## config.mk

```make
export PLATFORM = sky130hd
export DESIGN_NAME = retriggerable_trigger_outputs_flat
export DESIGN_NICKNAME = d
export VERILOG_FILES = /design/src/rtl/rto_pkg.sv /design/src/rtl/rto_in_if.sv /design/src/rtl/rto_out_if.sv /design/src/rtl/retriggerable_trigger_outputs.sv /design/src/rtl/rto_chan.sv /design/src/flat_wrapper.sv
export SDC_FILE = /design/constraint.sdc
export NUM_CORES = 1
export LEC_CHECK = 0
export ABC_AREA = 1
export BUFFER_PORTS_ARGS = -buffer_cell sky130_fd_sc_hd__buf_2
export CAP_MARGIN = 20
export CORE_ASPECT_RATIO = 1.4
export CORE_MARGIN = 2
export CORE_UTILIZATION = 50
export CTS_CLUSTER_SIZE = 30
export DETAILED_ROUTE_END_ITERATION = 10
export PLACE_DENSITY_LB_ADDON = 0.05
export SKIP_CTS_REPAIR_TIMING = 1
export SLEW_MARGIN = 15
export SYNTH_ARGS = -nofsm -noshare
export SYNTH_HDL_FRONTEND = slang
export SYNTH_HIERARCHICAL = 1
export SYNTH_SLANG_ARGS = --single-unit
```

## constraint.sdc

```tcl
create_clock -name clk -period 3.66 [get_ports clk]
set_input_delay 0.366 -clock clk [delete_from_list [all_inputs] [get_ports clk]]
set_output_delay 0.366 -clock clk [all_outputs]
set_load 0.05 [all_outputs]
```

## src/rtl/rto_pkg.sv

```systemverilog
`timescale 1ns / 1ps
package rto_pkg;

	// Output fields are fixed at eight lines regardless of populated channels
	localparam int unsigned NUM_LINES = 8;
	localparam int unsigned CNT_W     = 8;
	localparam int unsigned CHCNT_W   = 4;

	// Register reset values
	localparam logic [CHCNT_W-1:0] CHAN_COUNT_RESET = 4'd0;
	localparam logic [CNT_W-1:0]   TIMEOUT_RESET    = 8'd2;

	// Item opcodes
	typedef enum logic {
		OP_TRIGGER = 1'b0,
		OP_TICK    = 1'b1
	} op_t;

	// Register select (address bit 2)
	typedef enum logic {
		REG_CHAN_COUNT = 1'b0,
		REG_TIMEOUT    = 1'b1
	} reg_sel_t;

	// Per-beat control broadcast to every channel
	typedef struct packed {
		logic fire;       // item in stage 1 is applied this cycle
		op_t  opcode;
		logic mask_zero;  // trigger with empty mask: release all
		logic clear;      // channel_count write: release all
	} rto_step_t;

endpackage

```

## src/rtl/rto_in_if.sv

```systemverilog
`timescale 1ns / 1ps
interface rto_in_if;
	import rto_pkg::*;

	logic       valid;
	logic       ready;
	logic       opcode;
	logic [7:0] channel_mask;

	modport source (output valid, output opcode, output channel_mask, input ready);
	modport sink   (input valid, input opcode, input channel_mask, output ready);

endinterface

```

## src/rtl/rto_out_if.sv

```systemverilog
`timescale 1ns / 1ps
interface rto_out_if;
	import rto_pkg::*;

	logic       valid;
	logic       ready;
	logic [7:0] line_levels;
	logic [7:0] active_mask;

	modport source (output valid, output line_levels, output active_mask, input ready);
	modport sink   (input valid, input line_levels, input active_mask, output ready);

endinterface

```

## src/rtl/retriggerable_trigger_outputs.sv

```systemverilog
`timescale 1ns / 1ps
// Bank of NUM_CHANNELS retriggerable active-low one-shots. Each input beat
// (trigger with channel mask, or one timer tick) yields exactly one result beat
// with the line levels and active mask after that beat. A new beat is accepted
// every cycle unless the result side stalls; each beat passes the input register,
// then the result register. Channels update in parallel, one small state machine
// per channel. Registers: channel_count at 0x0 (writing it releases all lines),
// timeout_ticks at 0x4 (reset 2). No start-up sweep.
module retriggerable_trigger_outputs
	import rto_pkg::*;
#(
	parameter int unsigned NUM_CHANNELS = 8
) (
	input  logic        clk,
	input  logic        arst_n,
	rto_in_if.sink      in_ch,
	rto_out_if.source   out_ch,
	input  logic        psel,
	input  logic        penable,
	input  logic        pwrite,
	input  logic [2:0]  paddr,
	input  logic [31:0] pwdata,
	output logic [31:0] prdata,
	output logic        pready
);

	// Configuration registers
	logic [CHCNT_W-1:0] chan_count_q;
	logic [CNT_W-1:0]   timeout_q;
	logic               cfg_wr;
	reg_sel_t           reg_sel;

	assign pready  = 1'b1;
	assign reg_sel = reg_sel_t'(paddr[2]);
	assign cfg_wr  = psel && penable && pwrite && pready;

	always_ff @(posedge clk or negedge arst_n) begin
		if (!arst_n) begin
			chan_count_q <= CHAN_COUNT_RESET;
			timeout_q    <= TIMEOUT_RESET;
		end else if (cfg_wr) begin
			case (reg_sel)
				REG_CHAN_COUNT: chan_count_q <= pwdata[CHCNT_W-1:0];
				REG_TIMEOUT:    timeout_q    <= pwdata[CNT_W-1:0];
				default:        timeout_q    <= timeout_q;
			endcase
		end
	end

	// Read data
	always_comb begin
		case (reg_sel)
			REG_CHAN_COUNT: prdata = {{(32-CHCNT_W){1'b0}}, chan_count_q};
			REG_TIMEOUT:    prdata = {{(32-CNT_W){1'b0}}, timeout_q};
			default:        prdata = '0;
		endcase
	end

	// Pipeline control
	logic           valid_s1;
	op_t            opcode_s1;
	logic [7:0]     mask_s1;
	logic           out_valid_s2;
	logic [7:0]     active_s2;
	logic           adv;
	logic           in_beat;

	assign adv         = !out_valid_s2 || out_ch.ready;
	assign in_ch.ready = !valid_s1 || adv;
	assign in_beat     = in_ch.valid && in_ch.ready;

	// Input register
	always_ff @(posedge clk or negedge arst_n) begin
		if (!arst_n) begin
			valid_s1 <= 1'b0;
		end else if (in_beat) begin
			valid_s1 <= 1'b1;
		end else if (adv) begin
			valid_s1 <= 1'b0;
		end
	end

	always_ff @(posedge clk) begin
		if (in_beat) begin
			opcode_s1 <= op_t'(in_ch.opcode);
			mask_s1   <= in_ch.channel_mask;
		end
	end

	// Channel bank
	rto_step_t               step;
	logic [NUM_CHANNELS-1:0] act_nxt;
	logic [NUM_LINES-1:0]    act_all;

	assign step.fire      = valid_s1 && adv;
	assign step.opcode    = opcode_s1;
	assign step.mask_zero = (mask_s1 == '0);
	assign step.clear     = cfg_wr && (reg_sel == REG_CHAN_COUNT);

	for (genvar i = 0; i < NUM_CHANNELS; i++) begin : g_chan
		rto_chan u_chan (
			.clk        (clk),
			.arst_n     (arst_n),
			.step       (step),
			.enable     (CHCNT_W'(i) < chan_count_q),
			.mask_bit   (mask_s1[i]),
			.timeout    (timeout_q),
			.active_nxt (act_nxt[i])
		);
	end

	// Absent channels read inactive
	always_comb begin
		act_all                 = '0;
		act_all[NUM_CHANNELS-1:0] = act_nxt;
	end

	// Result register
	always_ff @(posedge clk or negedge arst_n) begin
		if (!arst_n) begin
			out_valid_s2 <= 1'b0;
		end else if (adv) begin
			out_valid_s2 <= valid_s1;
		end
	end

	always_ff @(posedge clk) begin
		if (step.fire) begin
			active_s2 <= act_all;
		end
	end

	assign out_ch.valid       = out_valid_s2;
	assign out_ch.active_mask = active_s2;
	assign out_ch.line_levels = ~active_s2;

endmodule

```

## src/rtl/rto_chan.sv

```systemverilog
`timescale 1ns / 1ps
module rto_chan
	import rto_pkg::*;
(
	input  logic             clk,
	input  logic             arst_n,
	input  rto_step_t        step,
	input  logic             enable,
	input  logic             mask_bit,
	input  logic [CNT_W-1:0] timeout,
	output logic             active_nxt
);

	logic             active_q;
	logic [CNT_W-1:0] cnt_q;
	logic [CNT_W-1:0] cnt_nxt;
	logic             expired;

	assign expired = (cnt_q >= timeout);

	// One-shot next state
	always_comb begin
		active_nxt = active_q;
		cnt_nxt    = cnt_q;
		if (step.clear) begin
			active_nxt = 1'b0;
		end else if (step.fire && enable) begin
			case (step.opcode)
				OP_TRIGGER: begin
					if (step.mask_zero) begin
						active_nxt = 1'b0;
					end else if (mask_bit) begin
						active_nxt = 1'b1;
						cnt_nxt    = '0;
					end
				end
				OP_TICK: begin
					if (active_q) begin
						if (expired) begin
							active_nxt = 1'b0;
							cnt_nxt    = '0;
						end else begin
							cnt_nxt = cnt_q + 1'b1;
						end
					end
				end
				default: begin
					active_nxt = active_q;
				end
			endcase
		end
	end

	// Channel state
	always_ff @(posedge clk or negedge arst_n) begin
		if (!arst_n) begin
			active_q <= 1'b0;
			cnt_q    <= '0;
		end else begin
			active_q <= active_nxt;
			cnt_q    <= cnt_nxt;
		end
	end

endmodule

```

## src/flat_wrapper.sv

```systemverilog
// flat-port wrapper written by rule: the top's interface ports become plain ports
module retriggerable_trigger_outputs_flat import rto_pkg::*;
#(
	parameter int unsigned NUM_CHANNELS = 8
)
  (clk, arst_n, psel, penable, pwrite, paddr, pwdata, prdata, pready, in_ch_valid, in_ch_opcode, in_ch_channel_mask, in_ch_ready, out_ch_valid, out_ch_line_levels, out_ch_active_mask, out_ch_ready);
  rto_in_if in_ch_i ();
  rto_out_if out_ch_i ();
  input  logic clk;
  input  logic arst_n;
  input  logic psel;
  input  logic penable;
  input  logic pwrite;
  input  logic [2:0] paddr;
  input  logic [31:0] pwdata;
  output logic [31:0] prdata;
  output logic pready;
  input wire logic [$bits(in_ch_i.valid)-1:0] in_ch_valid;
  input wire logic [$bits(in_ch_i.opcode)-1:0] in_ch_opcode;
  input wire logic [$bits(in_ch_i.channel_mask)-1:0] in_ch_channel_mask;
  output wire logic [$bits(in_ch_i.ready)-1:0] in_ch_ready;
  output wire logic [$bits(out_ch_i.valid)-1:0] out_ch_valid;
  output wire logic [$bits(out_ch_i.line_levels)-1:0] out_ch_line_levels;
  output wire logic [$bits(out_ch_i.active_mask)-1:0] out_ch_active_mask;
  input wire logic [$bits(out_ch_i.ready)-1:0] out_ch_ready;
  assign in_ch_i.valid = in_ch_valid;
  assign in_ch_i.opcode = in_ch_opcode;
  assign in_ch_i.channel_mask = in_ch_channel_mask;
  assign in_ch_ready = in_ch_i.ready;
  assign out_ch_valid = out_ch_i.valid;
  assign out_ch_line_levels = out_ch_i.line_levels;
  assign out_ch_active_mask = out_ch_i.active_mask;
  assign out_ch_i.ready = out_ch_ready;
  retriggerable_trigger_outputs #(.NUM_CHANNELS(NUM_CHANNELS)) u_core (.clk(clk), .arst_n(arst_n), .in_ch(in_ch_i), .out_ch(out_ch_i), .psel(psel), .penable(penable), .pwrite(pwrite), .paddr(paddr), .pwdata(pwdata), .prdata(prdata), .pready(pready));
endmodule
```

==> results of run 1 <==
## cells by family after synthesis
| group | Yosys count |
|---|---|
| and+or+nand+nor | 474 |
| buffers and inverters | 219 |
| DFF | 103 |
| AOI/OAI and AO/OA | 88 |
| adders and majority gates | 72 |
| xor gates and xnor gates | 32 |
| other | 2 |
## worst max-delay path by stage
stage,from,endpoint,slack [ns],cells after the start
global placement,out_ch_ready,u_core/g_chan[6].u_chan/cnt_q[0],1.29,11
global route,u_core/out_ch.valid,u_core/g_chan[7].u_chan/cnt_q[6],1.11,9
floorplan,u_core/out_ch.valid,u_core/g_chan[0].u_chan/cnt_q[1],1.32,9
detailed placement,out_ch_ready,u_core/g_chan[6].u_chan/cnt_q[1],1.25,11
finish,u_core/out_ch.valid,u_core/g_chan[6].u_chan/cnt_q[1],1.36,9
CTS,u_core/out_ch.valid,u_core/g_chan[6].u_chan/cnt_q[1],1.34,9
## where the power goes
group / internal, uW / total [uW] / switching (uW)
Sequential: 1500 / 1850 / 345
Combinational: 708 / 2010 / 1300
Clock: 529 / 945 / 416
## per-layer routing
metal,track usage,share of wire
met1,0.2878,0.49
met2,0.3626,0.48
met3,0.02329,0.022
met4,0.05600,0.013
met5,0,0
## worst max-delay path, stage by stage, from the launching register on
cell	delay (ns)
dfrtp_1	0.41
a21oi_2	0.66
nand2_1	0.21
nor2_1	0.20
nand3_2	0.12
inv_2	0.14
nand2_1	0.06
nor2_1	0.23
nand2_1	0.08
o21ai_0	0.09
## layout make-up
cell class                 instances  area share
timing repair buffer              55     0.03684
multi-input combinational        691      0.4686
sequential                       103      0.3381
inverter                         191     0.09100
tap                              185     0.02938
clock inverter                     4    0.006035
clock buffer                      12     0.03001
## through the flow
step	hold WS, ns	area (sq um)	setup slack [ns]
final	-0.02690	7879	1.357
after global routing	0.01666	7879	1.106
after CTS	-0.002377	7879	1.338
after detailed placement	0.3698	7595	1.246
after global placement	0.3757	7595	1.286
after floorplan	0.07041	7283	1.315
## synthesized netlist by cell type
cell      count
nand3_1      45
a21oi_1      25
o21ai_0      47
nor3b_1       8
nor2_2        1
buf_4        27
conb_1        2
o21ai_1       8
or2_2         8
dfrtp_1      85
edfxtp_1     17
nor3_1        8
inv_2         8
nor2_1      111
nand3_2       8
o21a_1        8
inv_1       183
nand2_1     283
nand4_1       2
dfstp_2       1
buf_6         1
ha_1         72
xor2_1       24
xnor2_1       8
## sequential cells by signal, indices dropped and copies added (netlist names)
name                           flops
u_core/timeout_q                   8
u_core/out_ch.active_mask          8
u_core/mask_s1                     8
u_core/g_chan.u_chan/active_q      8
u_core/g_chan.u_chan/cnt_q        64
u_core/chan_count_q                4
u_core/valid_s1                    1
u_core/opcode_s1                   1
u_core/out_ch.valid                1
==> run_results.csv, run 1 <==
group,metric,value,unit
yosys,synth-xor-area-share,0.03894,
yosys,synth_top_cell_by_area,"dfrtp_1",
cells_and_area,syn_to_final_growth,9.475,%
critical_path,reg2reg_to,"u_core/g_chan[6].u_chan/cnt_q[1]",
run,maxCapViolCount,0,
timing,setup_viol,0,
cells_and_area,num-fill-cells,1411,
timing,slew_headroom,0.4366,
routing,vias,5866,
grt,grt_usage,0.2131,
yosys,synth_area_leaders,"dfrtp_1, nand2_1, ha_1",
yosys,synth_cell_type_count,24,
cells_and_area,multi_input_area,3692,sq um
grt,grt_max_degree,49,
die,die-area,15380,sq um
die,initial_core_util,0.5150,
timing,fmax,434.2,MHz
critical_path,r2r_slack,1.36,ns
cells_and_area,final_common_cell,"nand2_1",
yosys,muxShareOfSynthArea,0,
die,die_w,105.4,um
place,placed_cells,1225,
routing,wl,15.45,mm
timing,finalMaxSlewViolations,0,
place,numPortBuffers,50,
cells_and_area,instances_no_fill,1241,
timing,hold_viol_final,35,
critical_path,crit_arrival,2.56,ns
outcome,violations,"negative hold slack",
pwr,p_leak,0.004357,uW
yosys,synth-simple-area-share,0.2714,
die,num_io_pins,102,
timing,holdWs,-0.02690,ns
cells_and_area,final_nets,1174,
routing,route.detailed.drc,0,
cts,clkLatencyLatePin,0.35,ns
critical_path,setup.worst_path.start_class,"flop",
routing,wl_per_cell,12.45,um
yosys,synth.top_cell.area_share,0.2955,
grt,grt_first_pass_wirelength,26.31,mm
critical_path,timing.rr.start,"u_core/out_ch.valid",
timing,timing.setup.tns,0,ns
yosys,ys_seq_area_frac,0.3701,
place,gp_congestion,0.7887,
cells_and_area,diodes,0,
critical_path,cp.required,3.91,ns
yosys,postSynthAreaPerCell,7.270,sq um
routing,ant_nets,0,
yosys,synth_cells,990,
grt,grt_overflow_total,0,
yosys,synth_compound_area_frac,0.06398,
outcome,status,"finished with violations",
timing,post-route-period-util,0.6293,
critical_path,crit_path_end_kind,"flop",
yosys,synth_top_family_by_area,"simple AND/OR/NAND/NOR gates",
pwr,peakVddDrop,0.0003115,V
timing,rsz0062_at_grt,"no",
die,die_h,146.0,um
pwr,power.total,4799,uW
cts,cts_buffers,9,
critical_path,worstPathMaxFanout,14,
cts,tritoncts,"yes",
cts,htree_levels,3,
place,hpwlAfterDp,11.38,mm
pwr,p_per_area,609.0,nW/um^2
routing,drt_iter0_drc,243,
timing,period_minus_slack,2.303,ns
yosys,ys_ff_latch,103,
routing,viasPerCell,4.727,
routing,firstDrtPassIters,4,
die,coreArea,13970,sq um
cts,clock_tree.root_cell,"clkbuf_16",
cells_and_area,fin_util,0.5638,
timing,finalClockSkew,0.01037,ns
cts,cts_buffer_depth,2,
grt,antenna_found_initial,0,
cts,clk_pin_slew_worst_paths,0.07,ns
yosys,syn_area,7197,sq um
critical_path,path_class,"reg2reg",
die,rows,51,
timing,tightest_slew,0.8452,ns
hold_path,hold_path.class,"in2async",
cells_and_area,drive_above_1_share,0.08996,
cells_and_area,final_cell_mix,"nand2_1, inv_1, nor2_1, dfrtp_1, ha_1",
grt,grt_pass1_vias,5577,
critical_path,reg2reg_depth,9,
cells_and_area,regArea,2664,sq um
yosys,synthAdderAreaFrac,0.1252,
yosys,yosysWarnings,6,
cts,clkSinkCount,103,
(Power assumes the default switching activity.)
==> inputs of run 2 (changes only) <==
==> constraint.sdc (replaced) <==
create_clock -name clk -period 1.93 [get_ports clk]
set_input_delay 0.193 -clock clk [delete_from_list [all_inputs] [get_ports clk]]
set_output_delay 0.193 -clock clk [all_outputs]
set_load 0.05 [all_outputs]
==> run 2 against run 1 <==
  * The run now ends clean
  * Non-clock buffer count is 24 higher
  * Register-to-register slack got worse by 1.3 ns
  * Critical path type unchanged
  * Sequential power is 83% higher
  * First-iteration DRC count rose by 1.2%
  * Cell count up 1.9%
  * Global-route usage about the same
  * Design area up 8.3%
  * Critical endpoint is now u_core/out_ch.active_mask[5]
  * Total power grew 110%
  * Largest power group unchanged
  * Sequential share of layout area decreased by 2.6 points
  * Utilization increased by 4.7 points
  * Fmax grew 22%
==> run_results.csv, run 2 (synthesis results as in run 1) <==
group,metric,value,unit
run,maxCapViolCount,0,
cells_and_area,final_nets,1198,
critical_path,crit_path_end_kind,"flop",
routing,ant_nets,0,
cts,tritoncts,"yes",
timing,setup_viol,0,
die,initial_core_util,0.5150,
pwr,p_leak,0.004531,uW
die,num_io_pins,102,
cells_and_area,diodes,0,
routing,vias,6109,
critical_path,critPathBufInv,2,
place,hpwlAfterDp,11.54,mm
cells_and_area,postLayoutCellArea,8532,sq um
die,rows,51,
pwr,p_per_area,1175,nW/um^2
routing,viasPerCell,4.829,
grt,grt_usage,0.2133,
place,numPortBuffers,50,
timing,setup_slack,0.04039,ns
critical_path,crit_slowest_cell,"dfstp_2",
cts,clkLatencyLatePin,0.35,ns
critical_path,timing.rr.start,"u_core/timeout_q[1]",
timing,rsz0062_at_grt,"yes",
cts,clock_tree.root_cell,"clkbuf_16",
cells_and_area,syn_to_final_growth,18.55,%
place,gp_congestion,0.8076,
routing,wl_per_cell,12.80,um
critical_path,cp.required,2.02,ns
critical_path,cp_cell_sequence,"buf_12, inv_2, ha_4, nand2_1, nor2_1, nor2_1, nand2_1, nand2_2, nand2_4, nand2_1, nand2_1, a21oi_2",
routing,firstDrtPassIters,5,
die,die_h,146.0,um
timing,post-route-period-util,0.9791,
timing,timing.setup.tns,0,ns
hold_path,whs_path_depth,1,
hold_path,min-delay-start,"in_ch_channel_mask[5]",
grt,antenna_found_initial,0,
grt,grt_max_degree,49,
die,coreArea,13970,sq um
critical_path,cpMostUsedCell,"nand2_1",
critical_path,critPathTopFamily,"flip-flops",
timing,finalMaxSlewViolations,0,
critical_path,crit_start,"u_core/timeout_q[1]",
grt,grt_overflow_total,0,
outcome,status,"finished clean",
cells_and_area,final_common_cell,"nand2_1",
critical_path,setup.worst_path.start_class,"flop",
hold_path,min_to,"u_core/mask_s1[5]",
cells_and_area,largest-register,"u_core/g_chan.u_chan/cnt_q",
cells_and_area,drive_above_1_share,0.1769,
timing,hold_viol_final,0,
pwr,peakVddDrop,0.0006365,V
critical_path,slowest_delay,0.56,ns
cells_and_area,instances_no_fill,1265,
critical_path,path_class,"reg2reg",
place,placed_cells,1240,
place,place_area,7840,sq um
die,die_w,105.4,um
critical_path,r2r_slack,0.04,ns
timing,period_minus_slack,1.890,ns
routing,wl,16.20,mm
cts,cts_buffers,9,
routing,drt_iter0_drc,246,
grt,grt_pass1_vias,5624,
cells_and_area,final_cell_mix,"nand2_1, inv_1, nor2_1, dfrtp_1, ha_1",
critical_path,worstSetupPathDepth,12,
die,die-area,15380,sq um
place,place_ws,0.01723,ns
critical_path,crit_arrival,1.98,ns
routing,route.detailed.drc,0,
grt,grt_first_pass_wirelength,26.18,mm
critical_path,reg2reg_to,"u_core/out_ch.active_mask[5]",
timing,finalClockSkew,0.01011,ns
cts,htree_levels,3,
critical_path,reg2reg_depth,12,
hold_path,hold_path.class,"in2reg",
cts,cts_buffer_depth,2,
critical_path,worstPathMaxFanout,7,
cts,clkSinkCount,103,
cts,clk_pin_slew_worst_paths,0.07,ns
cells_and_area,largest_reg_flops,64,
timing,fmax,529.2,MHz
## run 2: how the worst max path moves through the flow
stage and endpoint:
5_1_grt u_core/out_ch.active_mask[5], 4_1_cts u_core/out_ch.active_mask[2], 3_5_place_dp u_core/out_ch.active_mask[2], 2_1_floorplan u_core/mask_s1[0]
6_report u_core/out_ch.active_mask[5], 3_3_place_gp u_core/out_ch.active_mask[2]
## run 2: final cells by class
cell class | instances | area (sq um)
clock buffers | 12 | 267.8
fillers | 1301 | 5443
multi-input cells | 691 | 3978
clock inverters | 4 | 51.30
well taps | 185 | 231.5
repair buffers | 79 | 601.8
inverters | 191 | 737.0
flip-flops and latches | 103 | 2665
## run 2: where the power goes
| part | leakage (uW) | switching (uW) | internal [uW] |
|---|---|---|---|
| Clock | 0.000154 | 817 | 1120 |
| Combinational | 0.00308 | 2930 | 1760 |
| Sequential | 0.00129 | 547 | 2850 |
| Total | 0.00453 | 4300 | 5730 |
## run 2: metal layers
layer	global-route usage	wire, um	vias to the layer above
li1	-	-	3174
met2	0.3745	8025	123
met4	0.06133	238	0
met5	0	0	-
met1	0.2770	7300	2797
met3	0.02105	634	15
## run 2: through the flow
step	total power (uW)	util	hold WS, ns
floorplan	6421	-	-0.1026
global placement	7431	0.5610	0.1670
detailed placement	7528	0.5610	0.1595
CTS	9523	0.5838	-0.2169
global route	10970	0.6105	0.009063
finish	10030	0.6105	0.01751
==> inputs of run 3 (changes only) <==
--- a/config.mk
+++ b/config.mk
@@ -8,9 +8,11 @@
 export ABC_AREA = 1
 export BUFFER_PORTS_ARGS = -buffer_cell sky130_fd_sc_hd__buf_2
 export CAP_MARGIN = 20
+export CELL_PAD_IN_SITES_DETAIL_PLACEMENT = 0
+export CELL_PAD_IN_SITES_GLOBAL_PLACEMENT = 1
 export CORE_ASPECT_RATIO = 1.4
 export CORE_MARGIN = 2
-export CORE_UTILIZATION = 50
+export CORE_UTILIZATION = 38
 export CTS_CLUSTER_SIZE = 30
 export DETAILED_ROUTE_END_ITERATION = 10
 export PLACE_DENSITY_LB_ADDON = 0.05
==> constraint.sdc (replaced) <==
create_clock -name clk -period 1.93 [get_ports clk]
set_input_delay 0.4825 -clock clk [delete_from_list [all_inputs] [get_ports clk]]
set_output_delay 0.4825 -clock clk [all_outputs]
set_load 0.05 [all_outputs]
==> run 3 against run 2 <==
  * Combinational power about the same
  * Total power up 1.2%
  * Clock skew about the same
  * Clock power up 6%
  * Via count down 0.15%
  * Sequential power about the same
  * Worst setup slack worse by 0.011 ns
  * Die area up 30%
  * Routed wire length up 7.6%
  * Design area up 3.8%
  * First-iteration DRC count down 15%
  * Clock-buffer cell count unchanged
  * Largest power group unchanged
==> run_results.csv, run 3 (synthesis results as in run 1) <==
group,metric,value,unit
routing,viasPerCell,4.508,
timing,rsz0062_at_grt,"yes",
timing,fmax,526.1,MHz
routing,vias,6100,
cells_and_area,diodes,0,
timing,period_minus_slack,1.901,ns
routing,firstDrtPassIters,4,
routing,drt_iter0_drc,210,
grt,grt_usage,0.1839,
critical_path,path_class,"reg2reg",
pwr,peakVddDrop,0.0004748,V
die,rows,59,
grt,grt_max_degree,49,
timing,timing.setup.tns,0,ns
grt,grt_first_pass_wirelength,28.69,mm
pwr,p_per_area,1146,nW/um^2
die,num_io_pins,102,
timing,post-route-period-util,0.9849,
cts,cts_buffer_depth,2,
critical_path,crit_path_end_kind,"flop",
cells_and_area,largest-register,"u_core/g_chan.u_chan/cnt_q",
hold_path,hold_path.class,"in2async",
cts,tritoncts,"yes",
timing,holdWs,0.05318,ns
cts,clkLatencyLatePin,0.36,ns
critical_path,worstPathMaxFanout,5,
place,hpwlAfterDp,13.27,mm
pwr,p_leak,0.004694,uW
grt,grt_pass1_vias,5749,
cts,clkSinkCount,103,
timing,setup_viol,0,
cts,htree_levels,3,
die,die_w,120.3,um
critical_path,reg2reg_depth,12,
place,gp_congestion,0.7502,
run,maxCapViolCount,0,
timing,finalClockSkew,0.01000,ns
pwr,power.total,10150,uW
routing,ant_nets,0,
timing,hold_viol_final,0,
timing,slew_headroom,0.6624,
cells_and_area,syn_to_final_growth,23.05,%
timing,finalMaxSlewViolations,0,
die,coreArea,18600,sq um
outcome,status,"finished clean",
critical_path,cp.required,2.03,ns
grt,antenna_found_initial,0,
die,initial_core_util,0.3869,
cts,clock_tree.root_cell,"clkbuf_16",
cells_and_area,final_nets,1227,
timing,tightest_slew,0.5059,ns
cells_and_area,final_cell_mix,"nand2_1, inv_1, nor2_1, dfrtp_1, ha_1",
critical_path,crit_arrival,2.00,ns
die,die-area,20070,sq um
grt,grt_overflow_total,0,
routing,wl_per_cell,12.88,um
cells_and_area,drive_above_1_share,0.2020,
routing,route.detailed.drc,0,
cts,cts_buffers,9,
critical_path,setup.worst_path.start_class,"flop",
place,numPortBuffers,50,
cells_and_area,largest_reg_flops,64,
cts,clk_pin_slew_worst_paths,0.08,ns
cells_and_area,final_common_cell,"nand2_1",
die,die_h,166.8,um
routing,wl,17.43,mm
run 3: changes by cell type in the layout (fill, tap and decap cells not counted), sizes merged:
cell,change
buf,+28
clkbuf,+2
clkinvlp,-1
dlygate4sd3,-1
inv,+1
run 3: where the power goes:
part	total [uW]	internal, uW	switching (uW)	leakage (uW)
combinational	4720	1790	2930	0.00324
clock	2050	1170	881	0.000163
sequential	3380	2850	538	0.00129
total	10200	5810	4350	0.00469
run 3: worst paths after layout:
kind / start / end / slack (ns)
min: arst_n / u_core/g_chan[7].u_chan/cnt_q[2] / 0.05
max reg2reg: u_core/timeout_q[1] / u_core/out_ch.active_mask[6] / 0.03
max in group asynchronous: arst_n / u_core/timeout_q[1] / 1.31
min reg2reg: u_core/valid_s1 / u_core/out_ch.valid / 0.52
min in group clk: in_ch_channel_mask[4] / u_core/mask_s1[4] / 0.30
max: u_core/timeout_q[1] / u_core/out_ch.active_mask[6] / 0.03
run 3: final cells by class:
| class | instances | area [sq um] |
|---|---|---|
| fill | 1942 | 9747 |
| multi-input combinational | 691 | 3976 |
| sequential | 103 | 2665 |
| timing repair buffer | 108 | 859.6 |
| inverter | 191 | 721.9 |
| tap | 244 | 305.3 |
| clock buffer | 12 | 279.0 |
| clock inverter | 4 | 48.80 |
run 3: per-layer routing:
layer  track usage  part of all wire
met3       0.02671             0.023
met5             0                 0
met4       0.05207             0.016
met2        0.3115              0.48
met1        0.2437              0.48
run 3: critical path, cell delays in order, from the launching register on:
cell and delay, ns:
dfstp_2 0.58, buf_12 0.15, inv_2 0.05, ha_4 0.26, nand2_2 0.04, nor2_1 0.08, nor2_1 0.05, nand2_1 0.09
nand2_2 0.08, nand2_4 0.08, nand2_2 0.06, nand2_2 0.06, a21oi_2 0.06
run 3: through the flow:
step                worst slack (ns)  instance area, sq um    util  instances
floorplan                    -0.2854                  7295       -       1013
global placement            -0.03342                  8209  0.4413       1335
detailed placement          -0.05362                  8209  0.4413       1335
CTS                          -0.1037                  8537  0.4589       1351
global route                -0.08045                  8856  0.4761       1353
finish                       0.02915                  8856  0.4761       1353
